==> config.mk <==
export PLATFORM = sky130hd
export DESIGN_NAME = rpn_stack_calculator_flat
export DESIGN_NICKNAME = d
export VERILOG_FILES = /design/src/sv/rpn_pkg.sv /design/src/sv/rpn_if.sv /design/src/sv/rpn_alu.sv /design/src/sv/rpn_stack_calculator.sv /design/src/flat_wrapper.sv
export SDC_FILE = /design/constraint.sdc
export NUM_CORES = 2
export LEC_CHECK = 0
export BUFFER_PORTS_ARGS = -buffer_cell sky130_fd_sc_hd__clkbuf_2
export CAP_MARGIN = 5
export CORE_MARGIN = 3
export CORE_UTILIZATION = 40
export DETAILED_ROUTE_END_ITERATION = 16
export PLACE_DENSITY = 0.61
export SYNTH_ARGS = -nofsm -noshare
export SYNTH_HDL_FRONTEND = slang
export SYNTH_SLANG_ARGS = --single-unit
==> constraint.sdc <==
create_clock -name clock -period 5.93 [get_ports clock]
set_input_delay 0.593 -clock clock [delete_from_list [all_inputs] [get_ports clock]]
set_output_delay 0.593 -clock clock [all_outputs]
set_load 0.05 [all_outputs]
==> src/sv/rpn_pkg.sv <==
// ----------------------------------------------------------------------------
// RPN calculator package
// Shared constants, command codes and types of the stack calculator.
// ----------------------------------------------------------------------------
`default_nettype none
package rpn_pkg;
   localparam int DefStackDepth = 64;
   localparam int DefValueWidth = 32;
   localparam int DefFracBits   = 16;
   localparam int CmdWidth      = 3;

   typedef enum logic [CmdWidth-1:0] {
      CMD_PUSH  = 3'd0,
      CMD_ADD   = 3'd1,
      CMD_SUB   = 3'd2,
      CMD_MUL   = 3'd3,
      CMD_DIV   = 3'd4,
      CMD_MOD   = 3'd5,
      CMD_PRINT = 3'd6,
      CMD_UNK   = 3'd7
   } cmd_type;

   typedef enum logic [1:0] {
      OP_MUL = 2'd0,
      OP_DIV = 2'd1,
      OP_MOD = 2'd2
   } op_type;

   typedef struct packed {
      logic   start;
      op_type op;
   } alu_ctl_type;
endpackage
`default_nettype wire

==> src/sv/rpn_if.sv <==
// ----------------------------------------------------------------------------
// RPN calculator channels
// Valid/ready channels for commands and results.
// ----------------------------------------------------------------------------
`default_nettype none
interface rpn_req_if #(parameter int VW = 32) (input wire logic clock);
   logic          valid;
   logic          ready;
   logic [2:0]    cmd;
   logic [VW-1:0] operand_value;
   modport source (output valid, cmd, operand_value, input ready);
   modport sink (input valid, cmd, operand_value, output ready);
endinterface

interface rpn_rsp_if #(parameter int VW = 32) (input wire logic clock);
   logic          valid;
   logic          ready;
   logic [VW-1:0] printed_value;
   logic          printed_valid;
   logic          err_stack_full;
   logic          err_stack_empty;
   logic          err_zero_divide;
   logic          err_unknown_cmd;
   modport source (output valid, printed_value, printed_valid, err_stack_full,
                   err_stack_empty, err_zero_divide, err_unknown_cmd, input ready);
   modport sink (input valid, printed_value, printed_valid, err_stack_full,
                 err_stack_empty, err_zero_divide, err_unknown_cmd, output ready);
endinterface
`default_nettype wire

==> src/sv/rpn_alu.sv <==
// ----------------------------------------------------------------------------
// RPN serial arithmetic unit
// Shift-add multiplier and restoring divider on magnitudes, one bit a cycle,
// with saturation of the signed result.
// ----------------------------------------------------------------------------
`default_nettype none
module rpn_alu #(
   parameter int VALUE_WIDTH = rpn_pkg::DefValueWidth,
   parameter int FRAC_BITS   = rpn_pkg::DefFracBits
) (
   input  wire logic                     clock,
   input  wire logic                     reset,
   input  wire rpn_pkg::alu_ctl_type     ctl,
   input  wire logic [VALUE_WIDTH-1:0]   a,
   input  wire logic [VALUE_WIDTH-1:0]   b,
   output logic                          done,
   output logic [VALUE_WIDTH-1:0]        result
);
   import rpn_pkg::*;

   localparam int VW  = VALUE_WIDTH;
   localparam int PW  = 2 * VW;           // product / dividend width
   localparam int QW  = VW + FRAC_BITS;   // dividend bits for divide
   localparam int CW  = $clog2(PW + 1);
   localparam logic [VW-1:0] MaxPos = {1'b0, {(VW-1){1'b1}}};
   localparam logic [VW-1:0] MinNeg = {1'b1, {(VW-1){1'b0}}};

   logic          busy_ff, busy_in;
   logic [CW-1:0] cnt_ff, cnt_in;
   op_type        op_ff, op_in;
   logic          neg_ff, neg_in;
   logic [PW-1:0] acc_ff, acc_in;    // product or quotient
   logic [PW-1:0] sh_ff, sh_in;      // shifted multiplicand or dividend
   logic [VW-1:0] mb_ff, mb_in;      // multiplier bits or divisor
   logic [VW:0]   rem_ff, rem_in;
   logic          done_ff, done_in;
   logic [VW-1:0] res_ff, res_in;

   logic [VW-1:0] ma, mb;
   logic [VW:0]   rtry;
   logic [VW:0]   rdiff;
   logic [PW-1:0] mag;
   logic [PW-1:0] sum;

   assign ma = a[VW-1] ? (~a + 1'b1) : a;
   assign mb = b[VW-1] ? (~b + 1'b1) : b;
   assign rtry  = {rem_ff[VW-1:0], sh_ff[PW-1]};
   assign rdiff = rtry - {1'b0, mb_ff};
   assign sum   = acc_ff + sh_ff;

   always_comb begin
      busy_in = busy_ff;
      cnt_in  = cnt_ff;
      op_in   = op_ff;
      neg_in  = neg_ff;
      acc_in  = acc_ff;
      sh_in   = sh_ff;
      mb_in   = mb_ff;
      rem_in  = rem_ff;
      done_in = 1'b0;
      res_in  = res_ff;
      mag     = acc_ff >> ((op_ff == OP_MUL) ? FRAC_BITS : 0);
      if (ctl.start && !busy_ff) begin
         busy_in = 1'b1;
         op_in   = ctl.op;
         acc_in  = '0;
         rem_in  = '0;
         unique case (ctl.op)
            OP_MUL: begin
               neg_in = a[VW-1] ^ b[VW-1];
               sh_in  = PW'(ma);
               mb_in  = mb;
               cnt_in = CW'(VW);
            end
            OP_DIV: begin
               // The magnitude sits at the top, followed by the fraction zeros.
               neg_in = a[VW-1] ^ b[VW-1];
               sh_in  = PW'(ma) << (PW - VW);
               mb_in  = mb;
               cnt_in = CW'(QW);
            end
            default: begin
               neg_in = a[VW-1];
               sh_in  = PW'(ma >> FRAC_BITS) << (PW - VW);
               mb_in  = mb >> FRAC_BITS;
               cnt_in = CW'(VW);
            end
         endcase
      end else if (busy_ff) begin
         if (cnt_ff != '0) begin
            cnt_in = cnt_ff - 1'b1;
            if (op_ff == OP_MUL) begin
               if (mb_ff[0]) acc_in = sum;
               sh_in = sh_ff << 1;
               mb_in = mb_ff >> 1;
            end else begin
               sh_in = sh_ff << 1;
               if (!rdiff[VW]) begin
                  rem_in = rdiff;
                  acc_in = {acc_ff[PW-2:0], 1'b1};
               end else begin
                  rem_in = rtry;
                  acc_in = {acc_ff[PW-2:0], 1'b0};
               end
            end
         end else begin
            busy_in = 1'b0;
            done_in = 1'b1;
            if (op_ff == OP_MOD) begin
               mag    = PW'(rem_ff[VW-1:0]) << FRAC_BITS;
               res_in = neg_ff ? (~mag[VW-1:0] + 1'b1) : mag[VW-1:0];
            end else if (!neg_ff) begin
               res_in = (mag > PW'(MaxPos)) ? MaxPos : mag[VW-1:0];
            end else begin
               res_in = (mag > PW'(MinNeg)) ? MinNeg : (~mag[VW-1:0] + 1'b1);
            end
         end
      end
   end

   always_ff @(posedge clock) begin
      if (reset) begin
         busy_ff <= 1'b0;
         done_ff <= 1'b0;
      end else begin
         busy_ff <= busy_in;
         done_ff <= done_in;
      end
      cnt_ff <= cnt_in;
      op_ff  <= op_in;
      neg_ff <= neg_in;
      acc_ff <= acc_in;
      sh_ff  <= sh_in;
      mb_ff  <= mb_in;
      rem_ff <= rem_in;
      res_ff <= res_in;
   end

   assign done   = done_ff;
   assign result = res_ff;
endmodule
`default_nettype wire

==> src/sv/rpn_stack_calculator.sv <==
// ----------------------------------------------------------------------------
// RPN stack calculator
// Command sequencer with operand stack memory and a serial arithmetic unit.
// ----------------------------------------------------------------------------
// Usage: commands arrive on the req channel (cmd, operand_value). Each
// request produces exactly one response on the rsp channel carrying the
// printed value and the error flags.
// One request is handled at a time. Push and unknown commands go straight
// to the response; the others pop b, then print it or check for a zero
// divisor, or else pop a and compute: add and subtract directly, multiply,
// divide and modulo in the serial arithmetic unit (Q16.16 by default). An
// empty stack shortens the walk. The walk is paced by the arithmetic unit,
// which works one bit per cycle, and by the single read port of the stack
// memory, read once per pop.
// The next request is taken as soon as the response sits in the output
// register, even if the receiver has not yet taken it; a stalled receiver
// holds the response and, after that, stops further requests.
// Reset empties the stack (count cleared); stack contents are not cleared.
// ----------------------------------------------------------------------------
`default_nettype none
module rpn_stack_calculator #(
   parameter int STACK_DEPTH = rpn_pkg::DefStackDepth,
   parameter int VALUE_WIDTH = rpn_pkg::DefValueWidth,
   parameter int FRAC_BITS   = rpn_pkg::DefFracBits
) (
   input wire logic clock,
   input wire logic reset,
   rpn_req_if.sink  req,
   rpn_rsp_if.source rsp
);
   import rpn_pkg::*;

   localparam int VW = VALUE_WIDTH;
   localparam int AW = (STACK_DEPTH > 1) ? $clog2(STACK_DEPTH) : 1;
   localparam int NW = $clog2(STACK_DEPTH + 1);
   localparam logic [VW-1:0] MaxPos = {1'b0, {(VW-1){1'b1}}};
   localparam logic [VW-1:0] MinNeg = {1'b1, {(VW-1){1'b0}}};

   typedef enum logic [7:0] {
      ST_IDLE  = 8'b0000_0001,
      ST_POPB  = 8'b0000_0010,
      ST_WAITB = 8'b0000_0100,
      ST_POPA  = 8'b0000_1000,
      ST_WAITA = 8'b0001_0000,
      ST_EXEC  = 8'b0010_0000,
      ST_ALU   = 8'b0100_0000,
      ST_DONE  = 8'b1000_0000
   } state_type;

   state_type     state_ff, state_in;
   logic [NW-1:0] count_ff, count_in;
   cmd_type       cmd_ff, cmd_in;
   logic [VW-1:0] opv_ff, opv_in;
   logic [VW-1:0] a_ff, a_in, b_ff, b_in;
   logic          empty_ff, empty_in, zdiv_ff, zdiv_in;
   logic          rvalid_ff, rvalid_in;
   logic [VW-1:0] rval_ff, rval_in;
   logic          rpv_ff, rpv_in, rfull_ff, rfull_in, rempty_ff, rempty_in;
   logic          rzd_ff, rzd_in, runk_ff, runk_in;

   logic [VW-1:0] mem [STACK_DEPTH];
   logic [VW-1:0] rd_ff;
   logic          rd_en;
   logic [AW-1:0] rd_addr;
   logic          wr_en;
   logic [AW-1:0] wr_addr;
   logic [VW-1:0] wr_data;

   alu_ctl_type   alu_ctl;
   logic          alu_done;
   logic [VW-1:0] alu_res;
   logic [VW:0]   ext_sum, ext_dif;
   logic [VW-1:0] bint;
   logic          push_now;
   logic [VW-1:0] push_val;

   always_ff @(posedge clock) begin
      if (wr_en) mem[wr_addr] <= wr_data;
      if (rd_en) rd_ff <= mem[rd_addr];
   end

   rpn_alu #(.VALUE_WIDTH(VW), .FRAC_BITS(FRAC_BITS)) u_alu (
      .clock(clock), .reset(reset), .ctl(alu_ctl), .a(a_ff), .b(b_ff),
      .done(alu_done), .result(alu_res)
   );

   assign ext_sum = {a_ff[VW-1], a_ff} + {b_ff[VW-1], b_ff};
   assign ext_dif = {a_ff[VW-1], a_ff} - {b_ff[VW-1], b_ff};
   assign bint    = (b_ff[VW-1] ? (~b_ff + 1'b1) : b_ff) >> FRAC_BITS;
   assign req.ready = (state_ff == ST_IDLE);

   always_comb begin
      state_in  = state_ff;
      count_in  = count_ff;
      cmd_in    = cmd_ff;
      opv_in    = opv_ff;
      a_in      = a_ff;
      b_in      = b_ff;
      empty_in  = empty_ff;
      zdiv_in   = zdiv_ff;
      rvalid_in = rvalid_ff && !rsp.ready;
      rval_in   = rval_ff;
      rpv_in    = rpv_ff;
      rfull_in  = rfull_ff;
      rempty_in = rempty_ff;
      rzd_in    = rzd_ff;
      runk_in   = runk_ff;
      rd_en     = 1'b0;
      rd_addr   = AW'(count_ff - 1'b1);
      wr_en     = 1'b0;
      wr_addr   = AW'(count_ff);
      wr_data   = opv_ff;
      alu_ctl.start = 1'b0;
      alu_ctl.op    = OP_MUL;
      push_now  = 1'b0;
      push_val  = opv_ff;

      unique case (state_ff)
         ST_IDLE: begin
            if (req.valid && req.ready) begin
               cmd_in   = cmd_type'(req.cmd);
               opv_in   = req.operand_value;
               a_in     = '0;
               b_in     = '0;
               empty_in = 1'b0;
               zdiv_in  = 1'b0;
               state_in = (cmd_type'(req.cmd) == CMD_PUSH
                           || cmd_type'(req.cmd) == CMD_UNK) ? ST_DONE : ST_POPB;
            end
         end
         ST_POPB: begin
            if (count_ff == '0) begin
               empty_in = 1'b1;
               b_in     = '0;
               state_in = ST_EXEC;
            end else begin
               rd_en    = 1'b1;
               count_in = count_ff - 1'b1;
               state_in = ST_WAITB;
            end
         end
         ST_WAITB: begin
            b_in     = rd_ff;
            state_in = ST_EXEC;
         end
         ST_POPA: begin
            if (count_ff == '0) begin
               empty_in = 1'b1;
               a_in     = '0;
               state_in = ST_EXEC;
            end else begin
               rd_en    = 1'b1;
               count_in = count_ff - 1'b1;
               state_in = ST_WAITA;
            end
         end
         ST_WAITA: begin
            a_in     = rd_ff;
            state_in = ST_ALU;
         end
         ST_EXEC: begin
            // Reached after popping b (print, zero checks) or after an empty pop of a.
            state_in = ST_DONE;
            if (cmd_ff == CMD_PRINT) begin
               opv_in = b_ff;
            end else if (cmd_ff == CMD_DIV && b_ff == '0) begin
               zdiv_in = 1'b1;
            end else if (cmd_ff == CMD_MOD && bint == '0) begin
               zdiv_in = 1'b1;
            end else begin
               state_in = ST_POPA;
               if (empty_ff && count_ff == '0) begin
                  // second pop is also empty, a stays zero
                  state_in = ST_ALU;
               end
            end
         end
         ST_ALU: begin
            unique case (cmd_ff)
               CMD_ADD: begin
                  push_now = 1'b1;
                  push_val = (ext_sum[VW] != ext_sum[VW-1])
                             ? (ext_sum[VW] ? MinNeg : MaxPos) : ext_sum[VW-1:0];
               end
               CMD_SUB: begin
                  push_now = 1'b1;
                  push_val = (ext_dif[VW] != ext_dif[VW-1])
                             ? (ext_dif[VW] ? MinNeg : MaxPos) : ext_dif[VW-1:0];
               end
               default: begin
                  alu_ctl.start = 1'b1;
                  alu_ctl.op    = (cmd_ff == CMD_MUL) ? OP_MUL
                                : (cmd_ff == CMD_DIV) ? OP_DIV : OP_MOD;
                  if (alu_done) begin
                     alu_ctl.start = 1'b0;
                     push_now = 1'b1;
                     push_val = alu_res;
                  end
               end
            endcase
            if (push_now) begin
               opv_in   = push_val;
               state_in = ST_DONE;
            end
         end
         ST_DONE: begin
            if (!(rvalid_ff && !rsp.ready)) begin
               rfull_in = 1'b0;
               if (cmd_ff != CMD_PRINT && cmd_ff != CMD_UNK && !zdiv_ff) begin
                  if (count_ff >= NW'(STACK_DEPTH)) begin
                     rfull_in = 1'b1;
                  end else begin
                     wr_en    = 1'b1;
                     wr_data  = opv_ff;
                     count_in = count_ff + 1'b1;
                  end
               end
               rvalid_in = 1'b1;
               rpv_in    = (cmd_ff == CMD_PRINT);
               rval_in   = (cmd_ff == CMD_PRINT) ? opv_ff : '0;
               rempty_in = empty_ff;
               rzd_in    = zdiv_ff;
               runk_in   = (cmd_ff == CMD_UNK);
               state_in  = ST_IDLE;
            end
         end
         default: state_in = ST_IDLE;
      endcase
   end

   always_ff @(posedge clock) begin
      if (reset) begin
         state_ff  <= ST_IDLE;
         count_ff  <= '0;
         rvalid_ff <= 1'b0;
      end else begin
         state_ff  <= state_in;
         count_ff  <= count_in;
         rvalid_ff <= rvalid_in;
      end
      cmd_ff    <= cmd_in;
      opv_ff    <= opv_in;
      a_ff      <= a_in;
      b_ff      <= b_in;
      empty_ff  <= empty_in;
      zdiv_ff   <= zdiv_in;
      rval_ff   <= rval_in;
      rpv_ff    <= rpv_in;
      rfull_ff  <= rfull_in;
      rempty_ff <= rempty_in;
      rzd_ff    <= rzd_in;
      runk_ff   <= runk_in;
   end

   assign rsp.valid           = rvalid_ff;
   assign rsp.printed_value   = rval_ff;
   assign rsp.printed_valid   = rpv_ff;
   assign rsp.err_stack_full  = rfull_ff;
   assign rsp.err_stack_empty = rempty_ff;
   assign rsp.err_zero_divide = rzd_ff;
   assign rsp.err_unknown_cmd = runk_ff;

`ifndef SYNTHESIS
   a_count_range: assert property (@(posedge clock) disable iff (reset)
      count_ff <= NW'(STACK_DEPTH)) else $error("stack count out of range");
   a_idle_no_alu: assert property (@(posedge clock) disable iff (reset)
      state_ff == ST_IDLE |-> !alu_ctl.start) else $error("alu started while idle");
   a_rsp_hold: assert property (@(posedge clock) disable iff (reset)
      rvalid_ff && !rsp.ready |=> rvalid_ff && $stable(rval_ff))
      else $error("response dropped under stall");
`endif
endmodule
`default_nettype wire
==> src/flat_wrapper.sv <==
// flat-port wrapper written by rule: the top's interface ports become plain ports
module rpn_stack_calculator_flat import rpn_pkg::*;
#(
   parameter int STACK_DEPTH = rpn_pkg::DefStackDepth,
   parameter int VALUE_WIDTH = rpn_pkg::DefValueWidth,
   parameter int FRAC_BITS   = rpn_pkg::DefFracBits
)
  (clock, reset, req_valid, req_cmd, req_operand_value, req_ready, rsp_valid, rsp_printed_value, rsp_printed_valid, rsp_err_stack_full, rsp_err_stack_empty, rsp_err_zero_divide, rsp_err_unknown_cmd, rsp_ready);
  rpn_req_if req_i (.clock(clock));
  rpn_rsp_if rsp_i (.clock(clock));
  input wire logic clock;
  input wire logic reset;
  input wire logic [$bits(req_i.valid)-1:0] req_valid;
  input wire logic [$bits(req_i.cmd)-1:0] req_cmd;
  input wire logic [$bits(req_i.operand_value)-1:0] req_operand_value;
  output wire logic [$bits(req_i.ready)-1:0] req_ready;
  output wire logic [$bits(rsp_i.valid)-1:0] rsp_valid;
  output wire logic [$bits(rsp_i.printed_value)-1:0] rsp_printed_value;
  output wire logic [$bits(rsp_i.printed_valid)-1:0] rsp_printed_valid;
  output wire logic [$bits(rsp_i.err_stack_full)-1:0] rsp_err_stack_full;
  output wire logic [$bits(rsp_i.err_stack_empty)-1:0] rsp_err_stack_empty;
  output wire logic [$bits(rsp_i.err_zero_divide)-1:0] rsp_err_zero_divide;
  output wire logic [$bits(rsp_i.err_unknown_cmd)-1:0] rsp_err_unknown_cmd;
  input wire logic [$bits(rsp_i.ready)-1:0] rsp_ready;
  assign req_i.valid = req_valid;
  assign req_i.cmd = req_cmd;
  assign req_i.operand_value = req_operand_value;
  assign req_ready = req_i.ready;
  assign rsp_valid = rsp_i.valid;
  assign rsp_printed_value = rsp_i.printed_value;
  assign rsp_printed_valid = rsp_i.printed_valid;
  assign rsp_err_stack_full = rsp_i.err_stack_full;
  assign rsp_err_stack_empty = rsp_i.err_stack_empty;
  assign rsp_err_zero_divide = rsp_i.err_zero_divide;
  assign rsp_err_unknown_cmd = rsp_i.err_unknown_cmd;
  assign rsp_i.ready = rsp_ready;
  rpn_stack_calculator #(.STACK_DEPTH(STACK_DEPTH), .VALUE_WIDTH(VALUE_WIDTH), .FRAC_BITS(FRAC_BITS)) u_core (.clock(clock), .reset(reset), .req(req_i), .rsp(rsp_i));
endmodule
==> flow_summary.toml <==
[setup_path]
reg2regPathDepth = 14
crit_path_cell_trace = "inv_1, ha_1, nand2b_1, a221o_1, a21oi_1, a221oi_1, o2111ai_1, nand3_1, a2bb2o_1, buf_4, and2_1, a21oi_1, a211oi_1, o21ai_1"
critPathMaxFanout = 17
setup.worst_path.class = "reg2reg"
rr_endpoint = "u_core.opv_ff[3]"
max_stage_delay_ns = 0.69
crit_path_frequent_cell = "a21oi_1"
cp_slowest_cell = "and2_1"
endpoint_kind = "flip-flop"
r2r-start = "u_core.b_ff[24]"
crit_required_ns = 6.49
crit_path_start_kind = "flip-flop"
cp.arrival_ns = 5.38
rrSetupSlack_ns = 1.12

[logic_synthesis]
syn_area_per_cell_um2 = 16.76
yosys_warnings = 0
syn_inst = 6424
synth.distinct_cells = 85
synth_nets = 6635
async_reset_ff_frac = 0
synth_seq_cells = 2470
synth-seq-area-share = 0.6784
syn_area_um2 = 107700
synth_flop_cell = "edfxtp_1"
synth-edff-count = 2356

[clock_network]
holdBufCountCts = 0
cts_buffers = 245
clockBufferDepth = 4
clock-root-buffer = "clkbuf_16"
cts_tree = "yes"
path_clk_slew_ns = 0.06
htreeDepth = 4
cts_resized = 0
clk_latency_ns = 0.93
cts_setup_buffers = 0
cts_sinks = 2470

[detailed_routing]
routed-wl-met2_um = 151000
route.detailed.drc = 0
routed_wl_um = 318300
wl_met3_um = 22730
wl_met1_um = 131900
num_vias = 61670
avgRoutedWirePerCell_um = 30.90
routed_via_density = 5.988
highest_layer = "met5"
firstDrtPassIters = 5
drtAntennaViolNets = 0
drt_iter0_markers = 7450

[floorplanning]
rows = 189
start_util = 0.4040
top_level_ports = 78
die_h_um = 524.8
core_area_um2 = 266500
fp.dieArea_um2 = 275400
die_x_um = 524.8

[place]
io_buffer_count = 77
dpl.hpwl_um = 201900
gp_congestion = 0.9380
dpl_cell_area_um2 = 113200

[grt]
grt_overflow_total = 0
grt_pass1_wl_um = 452800
grt_pass1_vias = 60130
antenna_found_initial = 13
grt_usage = 0.2266
grt_max_degree = 104

[layout]
fillers = 22770
final_cell_mix = "edfxtp_1 (2356), mux4_2 (672), a21oi_1 (349), nand2_1 (295), o21ai_0 (289)"
drive_above_1_share = 0.2071
multiInputGateArea_um2 = 33360
finalCoreUtilization = 0.4541
seq_area_um2 = 73030
area_growth_pct = 12.42
design_area_um2 = 121000
fin_nets = 6770
final_common_cell = "edfxtp_1"

[power_and_ir_drop]
power.leakage_nw = 38.31
power_mw = 49.51
powerDensity_nw_per_um2 = 409.1
vdd_drop_max_mv = 0.2810

[sta]
max-slew-margin-rel = 0.1638
maxSlewViolCount = 0
finalHoldViolations = 0
worstMarginPinSlew_ns = 1.254
fin_skew_ns = 0.1076
period_share = 0.8119
fin_crit_ns = 4.815
hold_slack_ns = 0.06099
fmax_ghz = 0.2077
fin_setup_tns_ns = 0
rsz0062_at_grt = "no"
setup_viol = 0

[min_path]
min-delay-start = "req_cmd[2]"
hold_class = "in2reg"
worstHoldPathCells = 1
hold-path-endpoint = "u_core.cmd_ff[2]"

[status]
status = "complete, no violations"

[job]
maxCapViolations = 0
## cell families after synthesis
| kind of cell | synth area share |
|---|---|
| flops | 0.6784 |
| compound gates | 0.06734 |
| simple gates | 0.05116 |
| mux | 0.1468 |
| buf+inv | 0.01767 |
| xor+xnor | 0.01830 |
| fa+ha+maj | 0.02036 |
## worst max-delay path, delay by kind of cell, from the launching register on
family,cells,cell delay (ns)
AO/OA/AOI/OAI,8,1.76
AND/OR/NAND/NOR,3,1.03
flip-flops,1,0.68
adder cells (fa/ha/maj),1,0.64
buffers and inverters,2,0.42
## synth_stat cells, types with 47 or more instances
| cell type | n | area share |
|---|---|---|
| a211oi_1 | 56 | 0.0039 |
| a21o_1 | 70 | 0.0049 |
| a21oi_1 | 349 | 0.016 |
| and2_1 | 118 | 0.0069 |
| clkbuf_1 | 315 | 0.011 |
| dfxtp_1 | 114 | 0.021 |
| edfxtp_1 | 2356 | 0.66 |
| ha_1 | 168 | 0.020 |
| inv_1 | 137 | 0.0048 |
| mux2i_1 | 58 | 0.0054 |
| mux4_2 | 672 | 0.14 |
| nand2_1 | 296 | 0.010 |
| nand3_1 | 71 | 0.0033 |
| nor2_1 | 333 | 0.012 |
| nor3_1 | 49 | 0.0023 |
| o21ai_0 | 290 | 0.013 |
| o21ai_1 | 47 | 0.0022 |
| or3_1 | 51 | 0.0030 |
| xnor2_1 | 142 | 0.012 |
| xor2_1 | 83 | 0.0068 |
## final cells by class
cell class                      count  area share
Tap cell                         3533     0.03652
Clock inverter                    141     0.01087
Antenna cell                       12   0.0002481
Clock buffer                      301     0.05324
Multi-Input combinational cell   3449      0.2757
Timing Repair Buffer              254     0.01571
Sequential cell                  2470      0.6034
Inverter                          139    0.004321
## state kept, by name, indices dropped and copies added (netlist names), 2 cells and up
signal and flops:
u_core.mem 2048, u_core.u_alu.acc_ff 64, u_core.u_alu.sh_ff 64, u_core.a_ff 32, u_core.b_ff 32, u_core.opv_ff 32
u_core.rd_ff 32, u_core.rsp.printed_value 32, u_core.u_alu.mb_ff 32, u_core.u_alu.rem_ff 32, u_core.u_alu.result 32, u_core.state_ff 8
u_core.count_ff 7, u_core.u_alu.cnt_ff 7, u_core.cmd_ff 3, u_core.u_alu.op_ff 2
## stage by stage
stage	setup slack, ns	instances
finish	1.115	10300
global route	0.8467	10290
CTS	1.182	10290
detailed placement	1.208	9845
global placement	1.286	9845
floorplan	0.03645	6424
## routing by layer
metal  GRT usage  up-vias
met5           0        -
met2      0.3623     2535
met3     0.03225      505
met1      0.3188    32520
li1            -    26100
met4     0.07951        4
## power breakdown
| part | switching [mW] | leakage (nW) | internal (mW) |
|---|---|---|---|
| Sequential | 0.671 | 22.2 | 20.9 |
| Clock | 6.64 | 3.79 | 8.60 |
| Combinational | 8.53 | 12.3 | 4.13 |
| Total | 15.8 | 38.3 | 33.7 |
## worst max path at each step
stage | cells after the start | from | slack, ns | end
2_1_floorplan | 6 | u_core.state_ff[2] | 0.04 | u_core.mem[7][0]
3_3_place_gp | 15 | u_core.b_ff[2] | 1.29 | u_core.opv_ff[26]
3_5_place_dp | 8 | u_core.state_ff[2] | 1.21 | u_core.mem[56][7]
4_1_cts | 15 | u_core.b_ff[0] | 1.18 | u_core.opv_ff[3]
5_1_grt | 15 | u_core.b_ff[0] | 0.85 | u_core.opv_ff[22]
6_report | 14 | u_core.b_ff[24] | 1.12 | u_core.opv_ff[3]
(Power assumes the default switching activity.)
